[src/rtl/bsks_pkg.sv]
// ----------------------------------------------------------------------------
// bsks_pkg: shared types and codes for the bounded stack with key search
// Operation and status codes, request/response payloads, cell control.
// ----------------------------------------------------------------------------
package bsks_pkg;

    // default configuration
    localparam int DEPTH_DEF       = 8;
    localparam int VALUE_WIDTH_DEF = 32;

    // operation codes
    localparam logic [1:0] OP_PUSH   = 2'd0;
    localparam logic [1:0] OP_POP    = 2'd1;
    localparam logic [1:0] OP_FIND   = 2'd2;
    localparam logic [1:0] OP_REMOVE = 2'd3;

    // status codes
    localparam logic [1:0] ST_OK        = 2'd0;
    localparam logic [1:0] ST_FULL      = 2'd1;
    localparam logic [1:0] ST_EMPTY     = 2'd2;
    localparam logic [1:0] ST_NOT_FOUND = 2'd3;

    // one request
    typedef struct packed {
        logic [1:0]         operation;
        logic signed [31:0] key_value;
        logic [7:0]         tag_char;
    } t_req;

    // one response
    typedef struct packed {
        logic [1:0]         status;
        logic [3:0]         position;
        logic signed [31:0] out_value;
        logic [7:0]         out_tag;
        logic [3:0]         fill_count;
    } t_rsp;

    // per-cell update controls
    typedef struct packed {
        logic load;   // take the pushed entry
        logic shift;  // take the entry of the cell above
    } t_cell_ctl;

endpackage

[src/rtl/bsks_cell.sv]
// ----------------------------------------------------------------------------
// bsks_cell: one stack slot
// Holds a (value, tag) entry, compares it against the search key when a
// request is taken, and loads either a pushed entry or its upper neighbor.
// ----------------------------------------------------------------------------
module bsks_cell #(
    parameter int VALUE_WIDTH = bsks_pkg::VALUE_WIDTH_DEF
) (
    input  logic                   i_clk,
    input  logic                   i_capture,
    input  logic [VALUE_WIDTH-1:0] i_key,
    input  bsks_pkg::t_cell_ctl    i_ctl,
    input  logic [VALUE_WIDTH-1:0] i_push_value,
    input  logic [7:0]             i_push_tag,
    input  logic [VALUE_WIDTH-1:0] i_above_value,
    input  logic [7:0]             i_above_tag,
    output logic [VALUE_WIDTH-1:0] o_value,
    output logic [7:0]             o_tag,
    output logic                   o_hit
);

    logic [VALUE_WIDTH-1:0] r_value, n_value;
    logic [7:0]             r_tag, n_tag;
    logic                   r_hit, n_hit;

    // entry update: push load or shift down from above
    always_comb begin
        n_value = r_value;
        n_tag   = r_tag;
        if (i_ctl.load) begin
            n_value = i_push_value;
            n_tag   = i_push_tag;
        end else if (i_ctl.shift) begin
            n_value = i_above_value;
            n_tag   = i_above_tag;
        end
    end

    // key compare, sampled when the request is taken
    always_comb begin
        n_hit = r_hit;
        if (i_capture) begin
            n_hit = (r_value == i_key);
        end
    end

    always_ff @(posedge i_clk) begin
        r_value <= n_value;
        r_tag   <= n_tag;
        r_hit   <= n_hit;
    end

    assign o_value = r_value;
    assign o_tag   = r_tag;
    assign o_hit   = r_hit;

endmodule

[src/rtl/bounded_stack_with_key_search.sv]
// ----------------------------------------------------------------------------
// bounded_stack_with_key_search: LIFO stack of (value, tag) with key search
// Flow: each cell registers its key compare when a request is taken; the
//   request is then resolved while pending and its response strobe is registered.
// Busy is high while a request is pending, so a new request is taken only
//   once the pending one is resolved; the receiver cannot stall.
// Reset: the stack pointer clears (stack empty); entries are not cleared.
// ----------------------------------------------------------------------------
module bounded_stack_with_key_search #(
    parameter int DEPTH       = bsks_pkg::DEPTH_DEF,
    parameter int VALUE_WIDTH = bsks_pkg::VALUE_WIDTH_DEF
) (
    input  logic           i_clk,
    input  logic           i_rst_n,
    input  logic           start,
    output logic           busy,
    input  bsks_pkg::t_req i_req,
    output logic           o_valid,
    output bsks_pkg::t_rsp o_rsp
);

    localparam int IDX_W = $clog2(DEPTH);
    localparam int CNT_W = $clog2(DEPTH + 1);
    localparam int PW    = (CNT_W > 4) ? CNT_W : 4;

    logic                   accept;
    logic [63:0]            key_ext;
    logic [VALUE_WIDTH-1:0] key_vw;

    logic                   r_pend;
    bsks_pkg::t_req         r_req;
    logic [VALUE_WIDTH-1:0] r_key_vw;
    logic [CNT_W-1:0]       r_sp, n_sp;
    logic                   r_valid;
    bsks_pkg::t_rsp         r_rsp, n_rsp;

    logic [VALUE_WIDTH-1:0] cell_value [DEPTH];
    logic [7:0]             cell_tag   [DEPTH];
    logic [DEPTH-1:0]       cell_hit;
    logic [DEPTH-1:0]       occ;
    bsks_pkg::t_cell_ctl    cell_ctl   [DEPTH];

    logic                   found;
    logic [IDX_W-1:0]       hit_idx;
    logic [CNT_W-1:0]       sp_m1;
    logic [IDX_W-1:0]       rd_idx;
    logic [VALUE_WIDTH-1:0] rd_value;
    logic [63:0]            rd_ext;
    logic                   is_full;
    logic                   do_push;
    logic                   do_remove;
    logic [PW-1:0]          pos_full;
    logic [PW-1:0]          fill_full;

    assign accept = start && !busy;
    assign busy   = r_pend;

    // key trimmed to the stored width
    assign key_ext = {{32{i_req.key_value[31]}}, i_req.key_value};
    assign key_vw  = key_ext[VALUE_WIDTH-1:0];

    // row of cells, bottom entry at index 0
    for (genvar i = 0; i < DEPTH; i++) begin : g_cell
        logic [VALUE_WIDTH-1:0] above_value;
        logic [7:0]             above_tag;

        if (i == DEPTH - 1) begin : g_top
            assign above_value = '0;
            assign above_tag   = '0;
        end else begin : g_mid
            assign above_value = cell_value[i+1];
            assign above_tag   = cell_tag[i+1];
        end

        assign occ[i] = (CNT_W'(i) < r_sp);

        assign cell_ctl[i].load  = do_push && (CNT_W'(i) == r_sp);
        assign cell_ctl[i].shift = do_remove && (IDX_W'(i) >= hit_idx)
                                   && (CNT_W'(i + 1) < r_sp);

        bsks_cell #(
            .VALUE_WIDTH (VALUE_WIDTH)
        ) u_cell (
            .i_clk         (i_clk),
            .i_capture     (accept),
            .i_key         (key_vw),
            .i_ctl         (cell_ctl[i]),
            .i_push_value  (r_key_vw),
            .i_push_tag    (r_req.tag_char),
            .i_above_value (above_value),
            .i_above_tag   (above_tag),
            .o_value       (cell_value[i]),
            .o_tag         (cell_tag[i]),
            .o_hit         (cell_hit[i])
        );
    end

    // topmost occupied match
    always_comb begin
        found   = 1'b0;
        hit_idx = '0;
        for (int i = 0; i < DEPTH; i++) begin
            if (cell_hit[i] && occ[i]) begin
                found   = 1'b1;
                hit_idx = IDX_W'(i);
            end
        end
    end

    assign is_full   = (r_sp == CNT_W'(DEPTH));
    assign do_push   = r_pend && (r_req.operation == bsks_pkg::OP_PUSH) && !is_full;
    assign do_remove = r_pend && (r_req.operation == bsks_pkg::OP_REMOVE) && found;

    // single read port: top for pop, match for remove
    assign sp_m1    = r_sp - CNT_W'(1);
    assign rd_idx   = (r_req.operation == bsks_pkg::OP_POP) ? sp_m1[IDX_W-1:0] : hit_idx;
    assign rd_value = cell_value[rd_idx];
    assign rd_ext   = {{(64 - VALUE_WIDTH){rd_value[VALUE_WIDTH-1]}}, rd_value};

    assign pos_full = PW'(r_sp) - PW'(hit_idx);

    // resolve the pending request
    always_comb begin
        n_sp  = r_sp;
        n_rsp = '0;
        case (r_req.operation)
            bsks_pkg::OP_PUSH: begin
                if (is_full) begin
                    n_rsp.status = bsks_pkg::ST_FULL;
                end else begin
                    n_sp = r_sp + CNT_W'(1);
                end
            end
            bsks_pkg::OP_POP: begin
                if (r_sp == '0) begin
                    n_rsp.status = bsks_pkg::ST_EMPTY;
                end else begin
                    n_sp            = sp_m1;
                    n_rsp.out_value = rd_ext[31:0];
                    n_rsp.out_tag   = cell_tag[rd_idx];
                end
            end
            bsks_pkg::OP_FIND, bsks_pkg::OP_REMOVE: begin
                if (!found) begin
                    n_rsp.status = bsks_pkg::ST_NOT_FOUND;
                end else begin
                    n_rsp.position = pos_full[3:0];
                    if (r_req.operation == bsks_pkg::OP_REMOVE) begin
                        n_sp            = sp_m1;
                        n_rsp.out_value = rd_ext[31:0];
                        n_rsp.out_tag   = cell_tag[rd_idx];
                    end
                end
            end
            default: begin
                n_sp = r_sp;
            end
        endcase
        fill_full        = PW'(n_sp);
        n_rsp.fill_count = fill_full[3:0];
    end

    // control registers
    always_ff @(posedge i_clk) begin
        if (!i_rst_n) begin
            r_pend  <= 1'b0;
            r_sp    <= '0;
            r_valid <= 1'b0;
        end else begin
            r_pend  <= accept;
            r_valid <= r_pend;
            if (r_pend) begin
                r_sp <= n_sp;
            end
        end
    end

    // payload registers
    always_ff @(posedge i_clk) begin
        if (accept) begin
            r_req    <= i_req;
            r_key_vw <= key_vw;
        end
        if (r_pend) begin
            r_rsp <= n_rsp;
        end
    end

    assign o_valid = r_valid;
    assign o_rsp   = r_rsp;

`ifndef SYNTHESIS
    // fill never exceeds the depth
    a_sp_bound: assert property (@(posedge i_clk) disable iff (!i_rst_n)
        r_sp <= CNT_W'(DEPTH))
        else $error("stack pointer above depth");

    // a taken request is resolved in the next cycle and answered after it
    a_resolve: assert property (@(posedge i_clk) disable iff (!i_rst_n)
        busy |=> (o_valid && !busy))
        else $error("response strobe missing after resolve");

    // a strobe only follows a resolve cycle
    a_no_spurious: assert property (@(posedge i_clk) disable iff (!i_rst_n)
        o_valid |-> $past(r_pend))
        else $error("response strobe without request");

    // full status leaves the stack at its depth
    a_full_count: assert property (@(posedge i_clk) disable iff (!i_rst_n)
        (o_valid && (o_rsp.status == bsks_pkg::ST_FULL)) |-> (r_sp == CNT_W'(DEPTH)))
        else $error("full reported while not full");

    // shift and load never hit the same cell
    a_ctl_excl: assert property (@(posedge i_clk) disable iff (!i_rst_n)
        !(do_push && do_remove))
        else $error("push and remove in the same cycle");
`endif

endmodule
[config.mk]
export PLATFORM = sky130hd
export DESIGN_NAME = bounded_stack_with_key_search
export DESIGN_NICKNAME = d
export VERILOG_FILES = /design/src/rtl/bsks_pkg.sv /design/src/rtl/bsks_cell.sv /design/src/rtl/bounded_stack_with_key_search.sv
export SDC_FILE = /design/constraint.sdc
export NUM_CORES = 1
export LEC_CHECK = 0
export BUFFER_PORTS_ARGS = -buffer_cell sky130_fd_sc_hd__clkbuf_2
export CAP_MARGIN = 10
export CORE_AREA = 3 3 249 275
export CTS_CLUSTER_DIAMETER = 50
export DETAILED_ROUTE_END_ITERATION = 16
export DIE_AREA = 0 0 252 278
export GPL_ROUTABILITY_DRIVEN = 0
export PLACE_DENSITY = 0.47
export SYNTH_ARGS = -nofsm -noshare
export SYNTH_HDL_FRONTEND = slang
export SYNTH_SLANG_ARGS = --single-unit
[constraint.sdc]
create_clock -name i_clk -period 9.8 [get_ports i_clk]
set_input_delay 0.98 -clock i_clk [delete_from_list [all_inputs] [get_ports i_clk]]
set_output_delay 0.98 -clock i_clk [all_outputs]
set_load 0.005 [all_outputs]
==> results of run 1 <==
-- worst max-delay path, cell delays in order (launching register included) --
cell	delay, ns
sky130_fd_sc_hd__dfxtp_1	0.68
sky130_fd_sc_hd__inv_1	0.24
sky130_fd_sc_hd__ha_1	0.32
sky130_fd_sc_hd__nor2_1	0.19
sky130_fd_sc_hd__o211a_1	0.21
sky130_fd_sc_hd__o211ai_2	0.13
sky130_fd_sc_hd__o21ai_4	0.89
sky130_fd_sc_hd__buf_4	0.91
sky130_fd_sc_hd__o221ai_1	0.26
sky130_fd_sc_hd__o21ai_0	0.13
sky130_fd_sc_hd__nor4b_2	0.24
-- synthesized netlist by cell type (14+ instances only) --
library cell,count,share of area
sky130_fd_sc_hd__o221ai_2,20,0.013
sky130_fd_sc_hd__a21oi_1,20,0.0044
sky130_fd_sc_hd__nor3_1,59,0.013
sky130_fd_sc_hd__nor4b_2,27,0.018
sky130_fd_sc_hd__o22ai_1,39,0.011
sky130_fd_sc_hd__nor4_1,65,0.018
sky130_fd_sc_hd__edfxtp_1,420,0.55
sky130_fd_sc_hd__o221ai_1,50,0.019
sky130_fd_sc_hd__mux2_2,280,0.14
sky130_fd_sc_hd__nand4_1,17,0.0046
sky130_fd_sc_hd__clkbuf_1,60,0.0098
sky130_fd_sc_hd__and2_1,46,0.013
sky130_fd_sc_hd__o21ai_0,49,0.011
sky130_fd_sc_hd__buf_1,20,0.0033
sky130_fd_sc_hd__nor2_1,25,0.0041
sky130_fd_sc_hd__nand2_1,49,0.0080
sky130_fd_sc_hd__xor2_1,258,0.098
sky130_fd_sc_hd__buf_2,34,0.0074
sky130_fd_sc_hd__mux2i_1,14,0.0061
sky130_fd_sc_hd__and3_1,18,0.0049
-- metal layers --
metal | GRT usage | share of wire
met1 | 0.334 | 0.45
met4 | 0.0689 | 0.030
met2 | 0.388 | 0.47
met3 | 0.0348 | 0.052
met5 | 0 | 0
-- metrics by stage --
stage	instances	instance area, um2	power [uW]	util
final	2651	26000	4530	0.393
after global routing	2650	26000	4680	0.393
after CTS	2649	26000	4570	0.393
after detailed placement	2551	24300	2660	0.368
after global placement	2551	24300	2660	0.368
after floorplan	1698	23000	2450	-
-- layout make-up --
| cell class | count | area, um2 | share of cell area |
|---|---|---|---|
| antenna | 2 | 5.00 | 0.000193 |
| clock buffer | 68 | 1430 | 0.0552 |
| clock inverter | 30 | 235 | 0.00905 |
| inverter | 7 | 26.3 | 0.00101 |
| multi-input combinational | 1136 | 9790 | 0.377 |
| sequential | 426 | 12700 | 0.490 |
| tap | 858 | 1070 | 0.0413 |
| timing repair buffer | 124 | 691 | 0.0266 |
-- flip-flops by register name, summed over array words and instances, names as in the netlist --
name / count
r_sp: 4
r_req: 10
g_cell.u_cell.o_tag: 64
g_cell.u_cell.o_hit: 8
busy: 1
o_rsp: 50
o_valid: 1
r_key_vw: 32
g_cell.u_cell.o_value: 256
-- cell usage in the layout (no fill, tap or decap), types with 11 or more instances in the layout --
cell / Yosys / layout
sky130_fd_sc_hd__mux2i_1: 14 / 14
sky130_fd_sc_hd__a21oi_1: 20 / 20
sky130_fd_sc_hd__a221oi_1: 13 / 13
sky130_fd_sc_hd__o21ai_0: 49 / 46
sky130_fd_sc_hd__nand2_1: 49 / 40
sky130_fd_sc_hd__and2_1: 46 / 46
sky130_fd_sc_hd__clkbuf_1: 60 / 11
sky130_fd_sc_hd__nand4_1: 17 / 17
sky130_fd_sc_hd__a211oi_1: 13 / 13
sky130_fd_sc_hd__and3_1: 18 / 17
sky130_fd_sc_hd__o221ai_1: 50 / 50
sky130_fd_sc_hd__clkbuf_16: 0 / 54
sky130_fd_sc_hd__nor4_1: 65 / 65
sky130_fd_sc_hd__nor3_1: 59 / 59
sky130_fd_sc_hd__nor2_1: 25 / 25
sky130_fd_sc_hd__mux2_2: 280 / 280
sky130_fd_sc_hd__buf_4: 5 / 28
sky130_fd_sc_hd__clkbuf_2: 0 / 96
sky130_fd_sc_hd__o22ai_1: 39 / 39
sky130_fd_sc_hd__nor4b_2: 27 / 27
sky130_fd_sc_hd__o221ai_2: 20 / 20
sky130_fd_sc_hd__edfxtp_1: 420 / 420
sky130_fd_sc_hd__xor2_1: 258 / 258
-- power by group --
part	switching, uW	internal [uW]	leakage, uW	total (uW)
Clock	811	1090	0.000813	1900
Sequential	45.9	2030	0.00415	2080
Combinational	380	170	0.00429	550
Total	1240	3290	0.00926	4530
-- cells by family (layout without fill, tap and decap cells) --
| logic type | count (synthesis) | after routing |
|---|---|---|
| flops | 426 | 426 |
| simple gates | 330 | 330 |
| mux | 294 | 294 |
| xor+xnor | 263 | 263 |
| compound gates | 240 | 240 |
| buf+inv | 136 | 229 |
| fa+ha+maj | 9 | 9 |
| other cells | 0 | 2 |
-- path summary, 6_finish.rpt --
check	startpoint	end	slack, ns	cells past startpoint
setup / recovery	r_sp[1]	o_rsp[30]	5.33	10
hold reg to reg	g_cell[3].u_cell.o_tag[2]	g_cell[2].u_cell.o_tag[2]	0.58	1
hold / removal	i_req[4]	r_req[4]	0.55	1
setup reg to reg	r_sp[1]	o_rsp[30]	5.33	10
==> metrics.log, run 1 <==
[metrics] clock-pin slew reported for the worst setup and hold paths after clock tree synthesis: 0.06 ns
[metrics] maximum number of pins on one net before global-route repair: 87
[metrics] Post-Syn Area per Cell: between 10 and 15 um2
[metrics] post-synth net total: 1752
[metrics] Inserted Clock Buffers: 54
[metrics] share of synthesized flip-flops with an asynchronous set or reset: 0
[metrics] total half-perimeter wirelength after legalization and detailed placement: about 54000 um
[metrics] number of setup violations in the final report: 0
[metrics] clock insertion delay at the later pin of the skew report: 0.61 ns
[metrics] average vias per placed instance: a little under 6
[metrics] wire length reported by the detailed router: 85200 um
[metrics] Die Wd: 252 um
[metrics] worst clock skew: 0.0142 ns
[metrics] worst hold-check path type: in2reg
[metrics] unrepaired setup endpoints after global routing: false
[metrics] dominant combinational cell family by area after synthesis: multiplexers
[metrics] CTS Hold Bufs: 0
[metrics] Fin Setup TNS: 0 ns
[metrics] largest driver fanout on the critical path: 86
[metrics] Pleak: 0.00926 uW
[metrics] initial antenna violation count: 1
[metrics] Clk Tree Root Cell: sky130_fd_sc_hd__clkbuf_16
[metrics] EDFF count, synth: 420
[metrics] Worst Slack Setup Final: 5.33 ns
[metrics] Max IR drop VDD: 0.000114 V
[metrics] Die Ht: 278 um
[metrics] number of H-tree levels: 2
[metrics] # Max-Cap Violations: 0
[metrics] setup bufs post-CTS: 0
[metrics] final-stage net count: 1803
[metrics] number of nets still failing antenna checks after routing: 0
[metrics] Peak Freq: approximately 220 MHz
[metrics] mux share of post-synthesis cell area: 0.143
[metrics] clk buf depth: 3
[metrics] post-synth design cell area: 23000 um2
[metrics] count of routing violations after the opening detailed-route iteration: ~1.5k
[metrics] kind of critical path: reg2reg
[metrics] count of input and output buffers: 96
[metrics] total global routing overflow: 0
[metrics] number of inserted filler cells in the final layout: 6351
[metrics] count of warnings emitted by yosys: 0
[metrics] Power per Cell Area: 174 nW/um2
[metrics] synth unique cells: 62
[metrics] remaining design rule violation count: 0
[metrics] CTS tree: built
[metrics] gr usage total: 0.239
[metrics] number of optimization iterations in the first detailed-route pass: 7
[metrics] Sinks on Clock Net: between 400 and 500
[metrics] Starting Density: 0.348
[metrics] total of cells resized after clock tree synthesis: 0
[metrics] data required time of the worst path: 10.23 ns
[metrics] Syn Inst Count: 1698
[metrics] count of endpoints failing hold in the final timing report: 0
[metrics] Core Region: approximately 66000 um2
[metrics] Worst Tran Pin Value: 1.15 ns
[metrics] ratio of final minimum period to clock period: 0.456
[metrics] min cycle time layout: approximately 4.5 ns
[metrics] number of global-route vias before repair: approximately 15k
[metrics] outcome: finished, final reports clean
[metrics] vias: 15.3k
[metrics] synthesized-area fraction occupied by and/or/nand/nor cells: 0.0893
[metrics] layout cell share with drive strength beyond 1: 0.315
[metrics] startpoint class of the critical path: register
[metrics] Boundary Pins: 97
[metrics] Compound-Gate Fraction of Synth Area: 0.0804
[metrics] fraction of the mapped netlist area in adder cells: 0.00522
[metrics] full die area: about 70000 um2
[metrics] fraction of the yosys area taken by sequential cells: 0.553
[metrics] synthesis-to-finish area growth: 12.9%
[metrics] prevailing post-synth register cell: sky130_fd_sc_hd__edfxtp_1
[metrics] Max transition margin: 0.234
[metrics] max-slew violations: 0
[metrics] pre-CTS setup slack: 5.33 ns
[metrics] crit path DAT: 4.90 ns
[metrics] synthesized-area fraction occupied by xor and xnor cells: 0.100
[metrics] CP endpoint kind: register
[metrics] detailed-route wire length per cell: 32.1 um
[metrics] worst hold slack across all endpoints: 0.553 ns
[metrics] Cell Rows: slightly below 100
[metrics] first-pass GRT wire length: ~120000 um
[metrics] Synth Register Bits: 426
Power figures use the tool's default switching activity.
==> run 2: changes to the inputs <==
- ABC_AREA: not set -> 1
- CORE_AREA: 3 3 249 275 -> 3 3 253 280
- DIE_AREA: 0 0 252 278 -> 0 0 256 283
- clock period: 9.8 -> 4.19 ns (I/O delays scaled with it)
==> run 2 against run 1 <==
Combinational power rose to 3.0 times the previous value. Sequential share of layout area down 2.9 points. Wire length up 11%. Utilization up 1.4 points. Register-to-register slack worse by 4.8 ns. Die area up 3.4%. Via count up 32%. Worst setup slack worse by 4.8 ns. Clock skew up 0.026 ns. Total power rose to 2.6 times the previous value. Synthesized cell count up 59%. Final cell count up 40%.
==> metrics.log, run 2 <==
[metrics] outcome: finished, final reports clean
[metrics] setup bufs post-CTS: 0
[metrics] number of nets still failing antenna checks after routing: 0
[metrics] Post-Syn Area per Cell: 8.79 um2
[metrics] detailed-route wire length per cell: between 20 and 30 um
[metrics] Fin Setup TNS: 0 ns
[metrics] Cell Rows: 100
[metrics] most common cell after layout, fill and taps aside: sky130_fd_sc_hd__nand2_1
[metrics] EDFF count, synth: 420
[metrics] Pleak: 0.0119 uW
[metrics] number of inserted filler cells in the final layout: 6826
[metrics] end-of-flow core utilization: 0.406
[metrics] total global routing overflow: 0
[metrics] Die Ht: 283 um
[metrics] unrepaired setup endpoints after global routing: false
[metrics] number of flip-flops in the largest register: 256
[metrics] gr usage total: 0.257
[metrics] Worst Tran Pin Value: 1.11 ns
[metrics] number of H-tree levels: 2
[metrics] total half-perimeter wirelength after legalization and detailed placement: 59600 um
[metrics] dominant cell type by area after synthesis: sky130_fd_sc_hd__edfxtp_1
[metrics] clock insertion delay at the later pin of the skew report: between 0.6 and 0.7 ns
[metrics] first-pass GRT wire length: 138000 um
[metrics] count of warnings emitted by yosys: 0
[metrics] average vias per placed instance: roughly 5.4
[metrics] fin area: 27600 um2
[metrics] number of setup violations in the final report: 0
[metrics] CP endpoint kind: register
[metrics] count of routing violations after the opening detailed-route iteration: 2259
[metrics] synthesis-to-finish area growth: 16.3%
[metrics] post-synth design cell area: 23700 um2
[metrics] Boundary Pins: 97
[metrics] Power per Cell Area: between 400 and 500 nW/um2
[metrics] CTS tree: built
[metrics] ratio of final minimum period to clock period: 0.869
[metrics] startpoint class of the critical path: register
[metrics] count of endpoints failing hold in the final timing report: 0
[metrics] maximum number of pins on one net before global-route repair: approximately 160
[metrics] vias: 20.1k
[metrics] Synth Register Bits: 426
[metrics] clk buf depth: 3
[metrics] wire length reported by the detailed router: 94600 um
[metrics] post-synth net total: 2756
[metrics] share of synthesized flip-flops with an asynchronous set or reset: 0
[metrics] largest cells by area after synthesis: sky130_fd_sc_hd__edfxtp_1, sky130_fd_sc_hd__nand2_1, sky130_fd_sc_hd__o21ai_0, sky130_fd_sc_hd__xor2_1, sky130_fd_sc_hd__nand3_1
[metrics] Core Region: between 60000 and 70000 um2
[metrics] cell types with the highest counts after synthesis: sky130_fd_sc_hd__nand2_1, sky130_fd_sc_hd__edfxtp_1, sky130_fd_sc_hd__inv_1
[metrics] Inserted Clock Buffers: 61
[metrics] Clk Tree Root Cell: sky130_fd_sc_hd__clkbuf_16
[metrics] largest driver fanout on the critical path: 160
[metrics] data required time of the worst path: 4.59 ns
[metrics] Syn Inst Count: 2702
[metrics] count of input and output buffers: 96
[metrics] synth unique cells: 42
[metrics] max-slew violations: 0
[metrics] clock-pin slew reported for the worst setup and hold paths after clock tree synthesis: approximately 0.060 ns
[metrics] share of the synthesized area in the top cell type: 0.531
[metrics] number of global-route vias before repair: 19.4k
[metrics] Die Wd: about 260 um
[metrics] Max transition margin: 0.260
[metrics] final-stage net count: around 2.8k
[metrics] full die area: 72400 um2
[metrics] number of optimization iterations in the first detailed-route pass: 6
[metrics] commonest non-fill, non-tap cells in the layout: sky130_fd_sc_hd__nand2_1, sky130_fd_sc_hd__edfxtp_1, sky130_fd_sc_hd__inv_1
[metrics] crit path DAT: 4.04 ns
[metrics] fraction of the yosys area taken by sequential cells: 0.536
[metrics] kind of critical path: reg2reg
[metrics] layout cell share with drive strength beyond 1: 0.0985
[metrics] Peak Freq: 274 MHz
[metrics] Starting Density: 0.350
[metrics] min cycle time layout: 3.64 ns
[metrics] Max IR drop VDD: about 0.00036 V
[metrics] # Max-Cap Violations: 0
[metrics] worst hold-check path type: in2reg
[metrics] prevailing post-synth register cell: sky130_fd_sc_hd__edfxtp_1
[metrics] worst clock skew: 0.0400 ns
[metrics] dpl cell area: 25400 um2
[metrics] Sinks on Clock Net: roughly 430
[metrics] initial antenna violation count: 7
[metrics] worst hold slack across all endpoints: 0.0860 ns
[metrics] Final Total Pwr: 11800 uW
[metrics] most common cell in the netlist: sky130_fd_sc_hd__nand2_1
[metrics] remaining design rule violation count: 0
## run 2: changes by cell type in the layout (fill, tap and decap cells not counted), sizes merged, moves of 70 or more
cell	change
inv	+320
xor2	-87
nand3	+291
o221ai	-70
o21ai	+289
nand2	+497
mux2	-280
nor2	+201
## run 2: what timing repair did
item | 4_1_cts | 5_1_grt
endpoints found under the setup margin | 0 | 0
hold buffers | 11 | 0
resized for setup | 0 | 0
hold endpoints to repair | 11 | 0
## run 2: layout make-up
| cell class | count | area [um2] | share of cell area |
|---|---|---|---|
| flip-flops and latches | 426 | 12700 | 0.461 |
| multi-input cells | 1774 | 9230 | 0.334 |
| clock buffers | 70 | 1560 | 0.0565 |
| inverters | 330 | 1240 | 0.0450 |
| repair buffers | 150 | 1180 | 0.0426 |
| well taps | 918 | 1150 | 0.0416 |
| clock inverters | 43 | 515 | 0.0187 |
| diodes | 3 | 7.51 | 0.000272 |
## run 2: final timing paths
path	from	end	slack (ns)	cells past startpoint
min reg2reg	g_cell[3].u_cell.o_tag[5]	g_cell[2].u_cell.o_tag[5]	0.55	2
max reg2reg	r_sp[0]	o_rsp[25]	0.55	16
max	r_sp[0]	o_rsp[25]	0.55	16
min	start	busy	0.09	3
## run 2: where the power goes
group          switching [uW]  internal [uW]
clock                    2080           3280
sequential               54.2           4760
combinational            1210            431
## run 2: kinds of logic after synthesis
| logic type | count (synthesis) | synth area share |
|---|---|---|
| simple gates | 1152 | 0.208 |
| buf+inv | 502 | 0.0830 |
| flops | 426 | 0.536 |
| compound gates | 425 | 0.0983 |
| xor+xnor | 188 | 0.0693 |
| fa+ha+maj | 9 | 0.00506 |
## run 2: through the flow
stage	worst slack (ns)	std cells
2_1_floorplan	0.619	2702
3_3_place_gp	0.677	3587
3_5_place_dp	0.602	3587
4_1_cts	0.575	3711
5_1_grt	0.250	3711
6_report	0.547	3714
## run 2: worst max-delay path, cell delays in order, from the launching register on
cell and delay, ns:
sky130_fd_sc_hd__dfxtp_1 0.57, sky130_fd_sc_hd__inv_1 0.27, sky130_fd_sc_hd__ha_1 0.26, sky130_fd_sc_hd__inv_1 0.13, sky130_fd_sc_hd__nor2_2 0.08, sky130_fd_sc_hd__nor2_1 0.13
sky130_fd_sc_hd__nand2_1 0.09, sky130_fd_sc_hd__nand2_1 0.07, sky130_fd_sc_hd__nand2_1 0.05, sky130_fd_sc_hd__nand2_1 0.11, sky130_fd_sc_hd__nand3_4 0.13, sky130_fd_sc_hd__nand2_8 0.09
sky130_fd_sc_hd__buf_12 0.53, sky130_fd_sc_hd__o21ai_1 0.11, sky130_fd_sc_hd__nor2_1 0.14, sky130_fd_sc_hd__nor2_1 0.06, sky130_fd_sc_hd__nor2_1 0.33
## run 2: metal layers
| metal | share of wire | vias to the layer above | GRT usage |
|---|---|---|---|
| li1 | - | 9188 | - |
| met1 | 0.41 | 9715 | 0.343 |
| met2 | 0.46 | 998 | 0.412 |
| met3 | 0.086 | 208 | 0.0443 |
| met4 | 0.043 | 10 | 0.107 |
| met5 | 0.00073 | - | 0 |
==> run 3: changes to the inputs <==
- CORE_AREA: 3 3 253 280 -> 3 3 273 302
- DIE_AREA: 0 0 256 283 -> 0 0 276 305
- GPL_ROUTABILITY_DRIVEN: 0 -> not set
- PLACE_DENSITY: 0.47 -> 0.41
==> run 3 against run 2 <==
Final cell count increased by 4.0%. Largest power group unchanged. Via count increased by 0.30%. Register-to-register slack improved by 0.05 ns. Critical endpoint is now g_cell[6].u_cell.o_value[28]. Critical path type unchanged.
==> metrics.log, run 3 (synthesis gave the netlist of run 2 again) <==
[metrics] maximum number of pins on one net before global-route repair: about 120
[metrics] Inserted Clock Buffers: 69
[metrics] number of H-tree levels: 3
[metrics] kind of critical path: reg2reg
[metrics] sequential share of power: 0.402
[metrics] count of input and output buffers: 96
[metrics] clock-pin slew reported for the worst setup and hold paths after clock tree synthesis: 0.05 ns
[metrics] Worst Tran Pin Value: 1.03 ns
[metrics] switching power as a share of total power: 0.290
[metrics] Die Wd: between 200 and 300 um
[metrics] CP endpoint kind: register
[metrics] count of routing violations after the opening detailed-route iteration: around 2.2k
[metrics] fin area: between 20000 and 30000 um2
[metrics] net switching power of the design: 3470 uW
[metrics] remaining design rule violation count: 0
[metrics] startpoint class of the critical path: register
[metrics] full die area: between 80000 and 90000 um2
[metrics] Fin Setup TNS: 0 ns
[metrics] synthesis-to-finish area growth: 17.5%
[metrics] data required time of the worst path: 4.44 ns
[metrics] total global routing overflow: 0
[metrics] multi-input combinational cell area: 9230 um2
[metrics] register area: approximately 13000 um2
[metrics] max-slew violations: 0
[metrics] largest driver fanout on the critical path: 40
[metrics] Pleak: 0.0120 uW
[metrics] Starting Density: 0.297
[metrics] CTS tree: built
[metrics] min cycle time layout: approximately 3.6 ns
[metrics] ratio of final minimum period to clock period: 0.857
[metrics] Peak Freq: 278 MHz
[metrics] gr usage total: 0.235
[metrics] Cell Rows: 109
[metrics] internal power contribution: ~8500 uW
[metrics] crit path DAT: roughly 3.8 ns
[metrics] number of inserted filler cells in the final layout: 8356
[metrics] Sinks on Clock Net: 426
[metrics] dpl cell area: 25600 um2
[metrics] initial antenna violation count: 4
[metrics] total half-perimeter wirelength after legalization and detailed placement: 63500 um
[metrics] layout cell share with drive strength beyond 1: 0.103
[metrics] vias: 20.2k
[metrics] commonest non-fill, non-tap cells in the layout: sky130_fd_sc_hd__nand2_1, sky130_fd_sc_hd__edfxtp_1, sky130_fd_sc_hd__inv_1
[metrics] worst hold slack across all endpoints: 0.111 ns
[metrics] detailed-route wire length per cell: 26.1 um
[metrics] Boundary Pins: 97
[metrics] average vias per placed instance: about 5.2
[metrics] placer's final routability congestion estimate: 0.861
[metrics] unrepaired setup endpoints after global routing: false
[metrics] setup bufs post-CTS: 0
[metrics] Die Ht: 305 um
[metrics] first-pass GRT wire length: 145000 um
[metrics] number of optimization iterations in the first detailed-route pass: 5
[metrics] Core Region: 79900 um2
[metrics] Power per Cell Area: ~430 nW/um2
[metrics] worst-case reg-to-reg path depth: 14
[metrics] clk buf depth: 3
[metrics] number of global-route vias before repair: 19.5k
[metrics] Max IR drop VDD: 0.000217 V
[metrics] worst hold-check path type: in2reg
[metrics] outcome: finished, final reports clean
[metrics] count of endpoints failing hold in the final timing report: 0
[metrics] number of setup violations in the final report: 0
[metrics] number of flip-flops in the largest register: 256
[metrics] number of nets still failing antenna checks after routing: 0
[metrics] worst hold stages: 3
[metrics] Comb pwr share: 0.139
[metrics] clock insertion delay at the later pin of the skew report: 0.60 ns
[metrics] total of cells resized after clock tree synthesis: 0
[metrics] Clk Tree Root Cell: sky130_fd_sc_hd__clkbuf_16
[metrics] final-stage net count: 2807
[metrics] wire length reported by the detailed router: 101000 um
[metrics] Max transition margin: 0.315
[metrics] portion of total power attributed to the clock network: 0.460
[metrics] most common cell after layout, fill and taps aside: sky130_fd_sc_hd__nand2_1
[metrics] worst clock skew: between 0.02 and 0.025 ns
[metrics] # Max-Cap Violations: 0
run 3: what timing repair did:
| action | in CTS | in global routing |
|---|---|---|
| endpoints found under the hold margin | 11 | 0 |
| hold buffers | 11 | 0 |
| endpoints found under the setup margin | 0 | 0 |
run 3: through the flow:
step	setup slack, ns	util	power (uW)	cells
global placement	0.774	0.320	6560	3725
detailed placement	0.667	0.320	6560	3725
global route	0.318	0.349	12400	3861
CTS	0.636	0.349	12100	3861
finish	0.598	0.349	12000	3863
floorplan	0.619	-	5870	2702
run 3: worst max-delay path: stages, from the launching register on:
cell and delay, ns:
sky130_fd_sc_hd__dfxtp_1 0.56, sky130_fd_sc_hd__inv_1 0.25, sky130_fd_sc_hd__ha_1 0.26, sky130_fd_sc_hd__inv_1 0.11
sky130_fd_sc_hd__nor2_2 0.07, sky130_fd_sc_hd__nor2_1 0.13, sky130_fd_sc_hd__nand2_1 0.09, sky130_fd_sc_hd__nand2_1 0.14
sky130_fd_sc_hd__nor2_4 0.09, sky130_fd_sc_hd__nand3_2 0.21, sky130_fd_sc_hd__nand4_1 0.34, sky130_fd_sc_hd__inv_1 0.22
sky130_fd_sc_hd__nand2_1 0.16, sky130_fd_sc_hd__o21ai_4 0.20, sky130_fd_sc_hd__buf_12 0.36
run 3: power groups by stage:
stage	sequential, uW	clock [uW]	combinational (uW)
after detailed placement	4910	0	1650
after floorplan	4890	0	987
after global placement	4910	0	1650
after global routing	4830	5810	1800
after CTS	4820	5650	1660
final	4820	5510	1660
run 3: path summary, 6_finish.rpt:
path | end | slack, ns | from
max reg2reg | g_cell[6].u_cell.o_value[28] | 0.60 | r_sp[0]
min | busy | 0.11 | start
min reg2reg | g_cell[1].u_cell.o_tag[6] | 0.55 | g_cell[2].u_cell.o_tag[6]
max | g_cell[6].u_cell.o_value[28] | 0.60 | r_sp[0]
run 3: cell type report:
type | instances | share of cell area
clock inverters | 44 | 0.0132
well taps | 1054 | 0.0473
diodes | 2 | 0.000179
flip-flops and latches | 426 | 0.457
repair buffers | 152 | 0.0423
clock buffers | 81 | 0.0650
inverters | 330 | 0.0445
multi-input cells | 1774 | 0.331
run 3: routing by layer:
metal  track usage  vias to the layer above  wire length [um]
li1              -                     9216                 -
met1         0.316                     9990             43200
met2         0.384                      797             47200
met5             0                        -                24
met3        0.0342                      172              6660
met4        0.0903                        4              3910
